File: src/rtl/lr_pkg.sv
package lr_pkg;

    // Meaning of the input tuser bit.
    localparam logic KIND_LOAD = 1'b0;
    localparam logic KIND_STEP = 1'b1;

    // Octant cases chosen at load time.
    localparam logic [1:0] OCT_SHALLOW_UP = 2'd0;
    localparam logic [1:0] OCT_SHALLOW_DN = 2'd1;
    localparam logic [1:0] OCT_STEEP_UP   = 2'd2;
    localparam logic [1:0] OCT_STEEP_DN   = 2'd3;

    localparam int COLOR_BITS = 24;

endpackage

File: src/rtl/line_rasterizer.sv
// Midpoint line rasterizer that hands out one pixel per step request.
// Input stream (s_axis): tuser is the item kind. A load beat carries both
// endpoints in tdata and starts a new line, abandoning any line in progress;
// a step beat asks for the next pixel of the current line.
// Output stream (m_axis): exactly one beat per input beat. A step on an active
// line returns a pixel with tuser (pixel valid) set; the final endpoint pixel
// also raises tlast. Load beats, and steps when no line is active, return a
// beat with every field zero.
// Configuration: i_cfg_wr_en writes the 24-bit draw color, which is copied
// into every pixel as it is produced. Write it only while the block is idle.
// The result of an accepted beat is offered on m_axis from the next cycle
// on. Throughput is one beat per clock while the receiver does not stall,
// set by the error-term add and compare between the line state and the
// output register. While the receiver stalls, the output register holds its
// beat and s_axis_tready drops; it rises again in the same cycle the held
// beat is taken. After reset no line is active and the color is zero.
module line_rasterizer #(
    parameter int COORD_BITS = 12
) (
    input  logic                   i_clk,
    input  logic                   i_rst_n,

    input  logic                   i_cfg_wr_en,
    input  logic [23:0]            i_cfg_wr_data,

    input  logic                   s_axis_tvalid,
    output logic                   s_axis_tready,
    // start_x, start_y, end_x, end_y from bit 0 up, zero padding above.
    input  logic [((4*COORD_BITS+7)/8)*8-1:0] s_axis_tdata,
    // kind: 0 loads a line, 1 steps to the next pixel.
    input  logic                   s_axis_tuser,

    output logic                   m_axis_tvalid,
    input  logic                   m_axis_tready,
    // pixel_x, pixel_y, pixel_color from bit 0 up, zero padding above.
    output logic [((2*COORD_BITS+24+7)/8)*8-1:0] m_axis_tdata,
    // pixel_valid.
    output logic                   m_axis_tuser,
    // last_pixel.
    output logic                   m_axis_tlast
);

    localparam int CB  = COORD_BITS;
    localparam int IW  = CB + 2;
    localparam int EW  = CB + 4;
    localparam int OW  = ((2*CB+24+7)/8)*8;

    // Line phase codes.
    localparam logic PHASE_IDLE = 1'b0;
    localparam logic PHASE_DRAW = 1'b1;

    logic [lr_pkg::COLOR_BITS-1:0] r_color;

    // Line state.
    logic                 r_phase,  n_phase;
    logic signed [CB-1:0] r_cur_x,  n_cur_x;
    logic signed [CB-1:0] r_cur_y,  n_cur_y;
    logic signed [CB-1:0] r_stop_x, n_stop_x;
    logic signed [CB-1:0] r_stop_y, n_stop_y;
    logic signed [EW-1:0] r_error,  n_error;
    logic signed [IW-1:0] r_incr_a, n_incr_a;
    logic signed [IW-1:0] r_incr_b, n_incr_b;
    logic [1:0]           r_octant, n_octant;

    // Output register.
    logic                          r_out_valid;
    logic signed [CB-1:0]          r_out_x,     n_out_x;
    logic signed [CB-1:0]          r_out_y,     n_out_y;
    logic [lr_pkg::COLOR_BITS-1:0] r_out_color, n_out_color;
    logic                          r_out_pv,    n_out_pv;
    logic                          r_out_last,  n_out_last;

    logic                 in_beat;

    // Load setup results.
    logic signed [CB-1:0] ld_cur_x, ld_cur_y, ld_stop_x, ld_stop_y;
    logic signed [EW-1:0] ld_error;
    logic signed [IW-1:0] ld_incr_a, ld_incr_b;
    logic [1:0]           ld_octant;

    // Step datapath.
    logic                 more;
    logic                 minor_cond;
    logic signed [EW-1:0] ia_e, ib_e;
    logic signed [EW-1:0] add_major, add_minor;

    assign s_axis_tready = !r_out_valid || m_axis_tready;
    assign in_beat       = s_axis_tvalid && s_axis_tready;

    lr_setup #(
        .COORD_BITS (CB)
    ) u_setup (
        .i_start_x (s_axis_tdata[CB-1:0]),
        .i_start_y (s_axis_tdata[2*CB-1:CB]),
        .i_end_x   (s_axis_tdata[3*CB-1:2*CB]),
        .i_end_y   (s_axis_tdata[4*CB-1:3*CB]),
        .o_cur_x   (ld_cur_x),
        .o_cur_y   (ld_cur_y),
        .o_stop_x  (ld_stop_x),
        .o_stop_y  (ld_stop_y),
        .o_error   (ld_error),
        .o_incr_a  (ld_incr_a),
        .o_incr_b  (ld_incr_b),
        .o_octant  (ld_octant)
    );

    assign ia_e = {{(EW-IW){r_incr_a[IW-1]}}, r_incr_a};
    assign ib_e = {{(EW-IW){r_incr_b[IW-1]}}, r_incr_b};

    // Per octant: whether the line goes on, the error change along the major
    // axis, and the extra change when the minor axis also moves.
    always_comb begin
        case (r_octant)
            lr_pkg::OCT_SHALLOW_UP: begin
                more       = r_cur_x < r_stop_x;
                minor_cond = r_error > 0;
                add_major  = ia_e;
                add_minor  = ib_e;
            end
            lr_pkg::OCT_SHALLOW_DN: begin
                more       = r_cur_x < r_stop_x;
                minor_cond = r_error < 0;
                add_major  = ia_e;
                add_minor  = -ib_e;
            end
            lr_pkg::OCT_STEEP_UP: begin
                more       = r_cur_y < r_stop_y;
                minor_cond = r_error < 0;
                add_major  = ib_e;
                add_minor  = ia_e;
            end
            default: begin
                more       = r_cur_y > r_stop_y;
                minor_cond = r_error > 0;
                add_major  = -ib_e;
                add_minor  = ia_e;
            end
        endcase
    end

    always_comb begin
        n_phase     = r_phase;
        n_cur_x     = r_cur_x;
        n_cur_y     = r_cur_y;
        n_stop_x    = r_stop_x;
        n_stop_y    = r_stop_y;
        n_error     = r_error;
        n_incr_a    = r_incr_a;
        n_incr_b    = r_incr_b;
        n_octant    = r_octant;
        n_out_x     = '0;
        n_out_y     = '0;
        n_out_color = '0;
        n_out_pv    = 1'b0;
        n_out_last  = 1'b0;

        if (s_axis_tuser == lr_pkg::KIND_LOAD) begin
            n_phase  = PHASE_DRAW;
            n_cur_x  = ld_cur_x;
            n_cur_y  = ld_cur_y;
            n_stop_x = ld_stop_x;
            n_stop_y = ld_stop_y;
            n_error  = ld_error;
            n_incr_a = ld_incr_a;
            n_incr_b = ld_incr_b;
            n_octant = ld_octant;
        end else if (r_phase == PHASE_DRAW) begin
            n_out_color = r_color;
            n_out_pv    = 1'b1;
            if (!more) begin
                // End point reached: emit it exactly and go idle.
                n_out_x    = r_stop_x;
                n_out_y    = r_stop_y;
                n_out_last = 1'b1;
                n_phase    = PHASE_IDLE;
            end else begin
                n_out_x = r_cur_x;
                n_out_y = r_cur_y;
                n_error = r_error + add_major + (minor_cond ? add_minor : '0);
                case (r_octant)
                    lr_pkg::OCT_SHALLOW_UP: begin
                        n_cur_x = r_cur_x + CB'(1);
                        n_cur_y = minor_cond ? r_cur_y + CB'(1) : r_cur_y;
                    end
                    lr_pkg::OCT_SHALLOW_DN: begin
                        n_cur_x = r_cur_x + CB'(1);
                        n_cur_y = minor_cond ? r_cur_y - CB'(1) : r_cur_y;
                    end
                    lr_pkg::OCT_STEEP_UP: begin
                        n_cur_y = r_cur_y + CB'(1);
                        n_cur_x = minor_cond ? r_cur_x + CB'(1) : r_cur_x;
                    end
                    default: begin
                        n_cur_y = r_cur_y - CB'(1);
                        n_cur_x = minor_cond ? r_cur_x + CB'(1) : r_cur_x;
                    end
                endcase
            end
        end
    end

    // Control state.
    always_ff @(posedge i_clk) begin
        if (!i_rst_n) begin
            r_color     <= '0;
            r_phase     <= PHASE_IDLE;
            r_out_valid <= 1'b0;
        end else begin
            if (i_cfg_wr_en) begin
                r_color <= i_cfg_wr_data;
            end
            if (in_beat) begin
                r_phase     <= n_phase;
                r_out_valid <= 1'b1;
            end else if (m_axis_tready) begin
                r_out_valid <= 1'b0;
            end
        end
    end

    // Line state and output payload.
    always_ff @(posedge i_clk) begin
        if (in_beat) begin
            r_cur_x     <= n_cur_x;
            r_cur_y     <= n_cur_y;
            r_stop_x    <= n_stop_x;
            r_stop_y    <= n_stop_y;
            r_error     <= n_error;
            r_incr_a    <= n_incr_a;
            r_incr_b    <= n_incr_b;
            r_octant    <= n_octant;
            r_out_x     <= n_out_x;
            r_out_y     <= n_out_y;
            r_out_color <= n_out_color;
            r_out_pv    <= n_out_pv;
            r_out_last  <= n_out_last;
        end
    end

    assign m_axis_tvalid = r_out_valid;
    assign m_axis_tdata  = OW'({r_out_color, r_out_y, r_out_x});
    assign m_axis_tuser  = r_out_pv;
    assign m_axis_tlast  = r_out_last;

endmodule

File: src/rtl/lr_setup.sv
module lr_setup #(
    parameter int COORD_BITS = 12
) (
    input  logic signed [COORD_BITS-1:0] i_start_x,
    input  logic signed [COORD_BITS-1:0] i_start_y,
    input  logic signed [COORD_BITS-1:0] i_end_x,
    input  logic signed [COORD_BITS-1:0] i_end_y,
    output logic signed [COORD_BITS-1:0] o_cur_x,
    output logic signed [COORD_BITS-1:0] o_cur_y,
    output logic signed [COORD_BITS-1:0] o_stop_x,
    output logic signed [COORD_BITS-1:0] o_stop_y,
    output logic signed [COORD_BITS+3:0] o_error,
    output logic signed [COORD_BITS+1:0] o_incr_a,
    output logic signed [COORD_BITS+1:0] o_incr_b,
    output logic [1:0]                   o_octant
);

    localparam int DW = COORD_BITS + 1;
    localparam int EW = COORD_BITS + 4;

    logic                  swap;
    logic signed [DW-1:0]  dx;
    logic signed [DW-1:0]  dy;
    logic signed [DW-1:0]  ady;
    logic signed [EW-1:0]  dx_e;
    logic signed [EW-1:0]  dy_e;
    logic                  steep;
    logic                  rising;

    // Order the endpoints so that x never decreases along the line.
    assign swap     = i_start_x > i_end_x;
    assign o_cur_x  = swap ? i_end_x   : i_start_x;
    assign o_cur_y  = swap ? i_end_y   : i_start_y;
    assign o_stop_x = swap ? i_start_x : i_end_x;
    assign o_stop_y = swap ? i_start_y : i_end_y;

    assign dx = {o_stop_x[COORD_BITS-1], o_stop_x} - {o_cur_x[COORD_BITS-1], o_cur_x};
    assign dy = {o_stop_y[COORD_BITS-1], o_stop_y} - {o_cur_y[COORD_BITS-1], o_cur_y};
    assign ady = dy[DW-1] ? -dy : dy;

    assign dx_e = {{(EW-DW){dx[DW-1]}}, dx};
    assign dy_e = {{(EW-DW){dy[DW-1]}}, dy};

    assign o_incr_a = {dy, 1'b0};
    assign o_incr_b = -{dx, 1'b0};

    // A slope of exactly one stays with the shallow cases.
    assign steep  = ady > dx;
    assign rising = dy > 0;

    always_comb begin
        if (!steep) begin
            if (rising) begin
                o_octant = lr_pkg::OCT_SHALLOW_UP;
                o_error  = dy_e + dy_e - dx_e;
            end else begin
                o_octant = lr_pkg::OCT_SHALLOW_DN;
                o_error  = dy_e + dy_e + dx_e;
            end
        end else begin
            if (rising) begin
                o_octant = lr_pkg::OCT_STEEP_UP;
                o_error  = dy_e - dx_e - dx_e;
            end else begin
                o_octant = lr_pkg::OCT_STEEP_DN;
                o_error  = dy_e + dx_e + dx_e;
            end
        end
    end

endmodule

File: config.mk
export PLATFORM = sky130hd
export DESIGN_NAME = line_rasterizer
export DESIGN_NICKNAME = d
export VERILOG_FILES = /design/src/rtl/lr_pkg.sv /design/src/rtl/line_rasterizer.sv /design/src/rtl/lr_setup.sv
export SDC_FILE = /design/constraint.sdc
export NUM_CORES = 1
export LEC_CHECK = 0
export BUFFER_PORTS_ARGS = -buffer_cell sky130_fd_sc_hd__buf_2
export CORE_UTILIZATION = 35
export CTS_BUF_LIST = sky130_fd_sc_hd__clkbuf_8
export DETAILED_ROUTE_END_ITERATION = 10
export GPL_ROUTABILITY_DRIVEN = 1
export PLACE_DENSITY = 0.62
export SLEW_MARGIN = 20
export SYNTH_ARGS = -nofsm -noshare
export SYNTH_HDL_FRONTEND = slang
export SYNTH_SLANG_ARGS = --single-unit
export TNS_END_PERCENT = 10
File: constraint.sdc
create_clock -name i_clk -period 8.65 [get_ports i_clk]
set_clock_uncertainty 0.2 [all_clocks]
set_input_delay 0.865 -clock i_clk [delete_from_list [all_inputs] [get_ports i_clk]]
set_output_delay 0.865 -clock i_clk [all_outputs]
set_load 0.01 [all_outputs]
==> Word level (Yosys, flattened, before mapping) <==
Index checks and enable logic that the tools add are counted.
{ "word_totals": {"reg_bits": 169, "in_bits": 78, "out_inout_bits": 52, "wordCells": 100} }
{ "op_classes": {"add_sub_neg": 17, "magnitude_cmp": 8, "n_eq_ne": 7, "mux": 39, "bitwise_logic": 1, "reduce_logical": 12} }
{ "ops": {"columns": ["cell", "count"], "rows": [
  ["two-way mux 12 bit", 16],
  ["two-way mux 16 bit", 7],
  ["one-hot mux 16 bit (2 select lines)", 2],
  ["one-hot mux 12 bit (3 select lines)", 1],
  ["adder 16 bit", 2],
  ["adder 14 x 13 -> 15 bit", 2],
  ["subtractor 14 x 13 -> 15 bit", 2],
  ["adder 13 x 13 -> 14 bit", 2],
  ["subtractor 12 x 12 -> 13 bit", 2],
  ["adder 12 x 2 -> 12 bit (second input constant)", 2],
  ["greater-than comparator 12 bit", 2],
  ["less-than comparator 12 bit", 2],
  ["greater-than comparator 16 x 1 -> 1 bit (second input constant)", 1],
  ["less-than comparator 16 x 1 -> 1 bit (second input constant)", 1],
  ["negation 14 -> 16 bit", 1],
  ["negation 14 bit", 1],
  ["subtractor 13 x 13 -> 14 bit", 1],
  ["greater-than comparator 13 x 1 -> 1 bit (second input constant)", 1],
  ["greater-than comparator 13 bit", 1],
  ["two-way mux 13 bit", 1],
  ["negation 13 bit", 1],
  ["subtractor 12 x 2 -> 12 bit (second input constant)", 1],
  ["two-way mux 1 bit", 10],
  ["!= test 3 bit (second input constant)", 2],
  ["17 further kinds", 20]
]} }

==> Depth between registers and ports, before layout <==
{ "logic_depth": {"depth_word": 8, "mapped_depth": 36, "depth_no_buf": 33} }

==> Modules after synthesis <==
A second synthesis with hierarchy kept.
{ "unflattened": {"hier_cells": 1731, "hier_area_um2": 15503.6} }
{ "modules_own_cells": {"columns": ["module", "n_inst", "cells_each", "area_each_um2", "seq_area_each_um2"], "rows": [
  ["line_rasterizer", 1, 877, 9683.0, 4844.6],
  ["lr_setup", 1, 854, 5820.6, 0.0]
]} }

==> Worst setup path after synthesis <==
No wires, ideal clock.
{ "synth_path": {"path_type": "input port to flip-flop", "from": "input s_axis_tdata[27]", "to": "register r_error[14], data pin", "setup_ns": 0.271, "arrival_ns": 7.074, "t_required_ns": 8.179, "setup_slack_ns": 1.105, "stages": 34, "n_path_buf": 3, "cell_sequence": "inv_1 -> ha_1 -> buf_2 -> nand4_1 -> or3_1 -> buf_2 -> nand3_1 -> a21oi_1 -> nor4b_1 -> ha_1 -> a221oi_2 -> and4_1 -> a2bb2oi_1 -> xor2_1 -> a211oi_1 -> a41o_1 -> buf_2 -> nor2_1 -> xnor2_1 -> ha_1 -> a21o_1 -> a21oi_1 -> o21ai_0 -> a21oi_1 -> o21ai_0 -> a21o_1 -> a21oi_1 -> o21ai_0 -> o21a_1 -> o21a_1 -> or2_2 -> a221oi_2 -> xor2_1 -> o211ai_1"} }
{ "synth_between": {"elab_chain_cells": 8, "elab_cells_between_ends": 22, "classes_between": "add/sub (10); order compare (3); mux (9)"} }
{ "synth_rtl": {"columns": ["item", "line_no", "rtl"], "rows": [
  ["start, declared", "line_rasterizer.sv:29", "input logic [((4*COORD_BITS+7)/8)*8-1:0] s_axis_tdata,"],
  ["greater-than comparator 12 bit (*)", "lr_setup.sv:31", "assign swap = i_start_x > i_end_x;"],
  ["two-way mux 12 bit (on tied branches)", "lr_setup.sv:35, lr_setup.sv:33", null],
  ["subtractor 12 x 12 -> 13 bit (*)", "lr_setup.sv:38", "assign dy = {o_stop_y[COORD_BITS-1], o_stop_y} - {o_cur_y[COORD_BITS-1], o_cur_y};"],
  ["named net ld_incr_a[9]", "line_rasterizer.sv:78", "logic signed [IW-1:0] ld_incr_a, ld_incr_b;"],
  ["adder 13 x 13 -> 14 bit, or another cell as far along", "lr_setup.sv:55, lr_setup.sv:58", null],
  ["adder 14 x 13 -> 15 bit, or another cell as far along", "lr_setup.sv:58", "o_error = dy_e + dy_e + dx_e;"],
  ["two-way mux 16 bit, or another cell as far along", "lr_setup.sv:53", "if (rising) begin"],
  ["two-way mux 16 bit (*)", "lr_setup.sv:52", "if (!steep) begin"],
  ["two-way mux 16 bit (*)", "line_rasterizer.sv:157", "if (s_axis_tuser == lr_pkg::KIND_LOAD) begin"],
  ["named net n_error[14]", "line_rasterizer.sv:60", "logic signed [EW-1:0] r_error, n_error;"],
  ["end signal, assigned", "line_rasterizer.sv:228", "r_error <= n_error;"],
  ["end, declared", "line_rasterizer.sv:60", null]
]} }
The timed path passes the listed nets; every way through them passes the cells marked *.
A chain may end at the register's enable or synchronous reset.

==> Final worst setup path <==
{ "layout_path": {"from": "input s_axis_tdata[0]", "to": "register r_error[14], data pin"} }
{ "layout_between": {"elab_chain_cells": 8, "elab_cells_between_ends": 22, "classes_between": "add/sub (10); order compare (3); mux (9)"} }
{ "layout_rtl": {"columns": ["item", "line_no"], "rows": [
  ["greater-than comparator 12 bit", "lr_setup.sv:31"],
  ["two-way mux 12 bit (on tied branches)", null],
  ["subtractor 12 x 12 -> 13 bit (on tied branches)", "lr_setup.sv:38, lr_setup.sv:37"],
  ["adder 13 x 13 -> 14 bit, or another cell as far along", "lr_setup.sv:55, lr_setup.sv:58"],
  ["adder 14 x 13 -> 15 bit, or another cell as far along", "lr_setup.sv:58"],
  ["two-way mux 16 bit, or another cell as far along", "lr_setup.sv:53"],
  ["two-way mux 16 bit (*)", "lr_setup.sv:52"],
  ["two-way mux 16 bit (*)", "line_rasterizer.sv:157"],
  ["named net n_error[14]", "line_rasterizer.sv:60"]
]} }
Marks and branches as above.

==> flow_summary.yaml <==
clock_network:
  postCtsSetupRepairBufs: 0
  cts.sinks: 168
  cts_htree_levels: 4
  root_buffer: "clkbuf_8"
  postCtsHoldBufs: 0
  cts_inserted_buffers: 17
  clkTransAtPathRegs_ns: 0.09
  cts_resized: 0
  clk_latency_ns: 0.47
  cts_buffer_depth: 2
  cts_tree: "done"
global_route:
  track_usage: 0.199
  grt_max_degree: 82
  grt_pass1_wl_um: 68100
  antenna_found_initial: 2
  grt_pass1_vias: 12200
  overflow: 0
hold_path:
  min_path_type: "reg -> reg"
  hp-start: "r_color[11]"
  min_to: "r_color[11]"
  hold_path_depth: 2
critical_path:
  r2r_setup_slack_ns: 2.54
  r2r_start: "r_octant[0]"
  slowest_stage: "or3_1"
  cp.required_ns: 8.65
  critPathLaunchType: "input pin"
  r2r-end: "r_error[14]"
  worst-setup-path-type: "in -> reg"
  cpPeakStageDelay_ns: 0.57
  cp.depth: 32
  crit_buf_inv: 2
  cp-end-kind: "register"
  critPathTopFamily: "compound AO/OA/AOI/OAI gates"
  arrival_ns: 7.99
  crit_fanout: 8
  r2r_cells: 25
  path_common_cell: "o21ai_0"
placement:
  dp_cells: 2335
  hpwlAfterDp_um: 34700
  gp_congestion: 0.972
  port_buffers: 129
yosys:
  synth-xor-area-share: 0.0665
  syn_area_per_cell_sq_um: 8.69
  synth_ff_type: "edfxtp_1"
  synth_area_sq_mm: 0.0149
  yosys_warnings: 0
  async_flop_share: 0
  synth_fp_nets: 1931
  ys_seq_area_frac: 0.321
  yosys.area_share.adder: 0.135
  syn-instance-count: 1713
  synth_top_family_by_area: "compound AO/OA/AOI/OAI gates"
  synthSimpleGateAreaFrac: 0.174
  synth.area.mux_share: 0.0355
  ys_ff_latch: 168
  synth_top_area_frac: 0.286
  synthTopCellsByCount: "inv_1 (145), edfxtp_1 (142), a21oi_1 (138)"
  yosysMostFrequentCell: "inv_1"
  synth.largest_area_cell: "edfxtp_1"
  synth-compound-area-share: 0.209
  synth_cell_types: 89
  synthTopCellsByArea: "edfxtp_1 (29%), ha_1 (10%), xnor2_1 (4.6%), a21oi_1 (4.6%), inv_1 (3.7%)"
  synth-edff-count: 142
power_and_ir_drop:
  p_sw_frac: 0.442
  p_leak_nw: 7.14
  power.switching_mw: 1.73
  p_seq_frac: 0.275
  combPwrFrac: 0.579
  p_int_mw: 2.19
  clockPowerShare: 0.146
  pwr_density_cell_mw_per_mm2: 237
  ir_worst_vdd_mv: 0.102
detailed_routing:
  vias_per_cell: 5.53
  drt_iter0_drc: 946
  wl_um: 43300
  drc: 0
  routedWlPerCell_um: 18.3
  via_count: 13100
  firstDrtPassIters: 7
  ant_nets: 0
die:
  die_height_um: 208
  dieArea_sq_mm: 0.0434
  core_sq_mm: 0.0419
  die_w_um: 208
  num_rows: 75
  initial_utilization: 0.355
  io_pins: 130
timing:
  setup_tns_ns: 0
  rsz0062_at_grt: "false"
  fmax_ghz: 0.125
  worstMarginPinSlew_ns: 1.06
  maxSlewViolCount: 0
  maxSlewHeadroom: 0.290
  fin_crit_sh: 0.924
  period_needed_ns: 7.99
  hold_viol_final: 0
  setup_violations: 0
  hold_slack_ns: 0.314
final_layout:
  fin_cells: 2368
  fin_nets: 2033
  area_delta_synth_final_pct: 11.1
  layout-drive-gt1-share: 0.125
  fillCellCount: 4168
outcome:
  run_status: "completed"
job:
  cap_violations: 0
## how the worst max path moves through the flow
stage / startpoint / end / slack [ns]
after global placement: s_axis_tdata[30] / r_error[14] / 0.36
after global routing: s_axis_tdata[0] / r_error[14] / 0.08
after CTS: s_axis_tdata[0] / r_error[14] / 0.72
after detailed placement: s_axis_tdata[0] / r_error[14] / 0.23
after floorplan: s_axis_tdata[27] / r_error[14] / 1.11
final: s_axis_tdata[0] / r_error[14] / 0.66
## layout by cell type (no fill, tap or decap), drive strengths merged, types with 15 or more instances in the layout
master / n
edfxtp: 142
and3: 34
xor2: 34
a21o: 46
o21bai: 22
nand2b: 30
mux2i: 46
ha: 122
xnor2: 79
nor2: 117
nand4: 18
nor3: 36
o21ai: 122
nor2b: 55
inv: 156
a211oi: 15
nand2: 135
nand3: 48
fa: 18
dfxtp: 26
a21oi: 140
clkbuf: 17
a22oi: 28
buf: 160
## cell families after synthesis
family,Yosys count
compound gates,482
xor+xnor,113
mux,52
fa+ha+maj,152
flops,168
simple gates,522
buf+inv,224
## through the flow
step	area (sq um)	setup WS, ns	utilization	total power [mW]
after floorplan	14900	1.11	-	2.74
after global placement	16100	0.357	0.385	3.29
after detailed placement	16100	0.227	0.385	3.33
after CTS	16500	0.716	0.394	3.91
after global routing	16500	0.0757	0.394	4.23
final	16500	0.657	0.394	3.92
## metal layers
layer / GRT usage / share of wire / up-vias
li1: - / - / 6359
met1: 0.297 / 0.49 / 6214
met2: 0.305 / 0.43 / 481
met3: 0.0189 / 0.061 / 42
met4: 0.0498 / 0.017 / 0
met5: 0 / 0 / -
## tightest hold or removal path, delay by kind of cell (launching register included)
kind	cells	cell delay (ns)
mux	1	0.06
simple gates	1	0.09
flops	1	0.33
## registers in the layout, indices dropped and copies added, names as in the netlist
name / flops
r_cur_y: 12
m_axis_tvalid: 1
r_error: 16
r_out_x: 12
r_color: 24
r_incr_b: 13
m_axis_tlast: 1
r_out_color: 24
r_cur_x: 12
r_out_y: 12
r_incr_a: 13
r_stop_x: 12
r_octant: 2
r_stop_y: 12
m_axis_tuser: 1
r_phase: 1
## power by group through the flow
stage	Clock (mW)	Sequential (mW)	Combinational, mW
floorplan	0	1.07	1.67
global placement	0	1.09	2.20
detailed placement	0	1.09	2.24
CTS	0.588	1.07	2.25
global route	0.615	1.09	2.53
finish	0.573	1.08	2.27
## cell type report
class,instances,area [sq um],share of cell area
clock buffers,17,234,0.0141
repair buffers,160,881,0.0532
clock inverters,15,174,0.0105
diodes,1,2.50,0.000151
inverters,147,552,0.0333
multi-input cells,1321,9240,0.559
well taps,539,674,0.0408
flip-flops and latches,168,4780,0.289
Note: power is estimated with default switching activity, not from simulation.
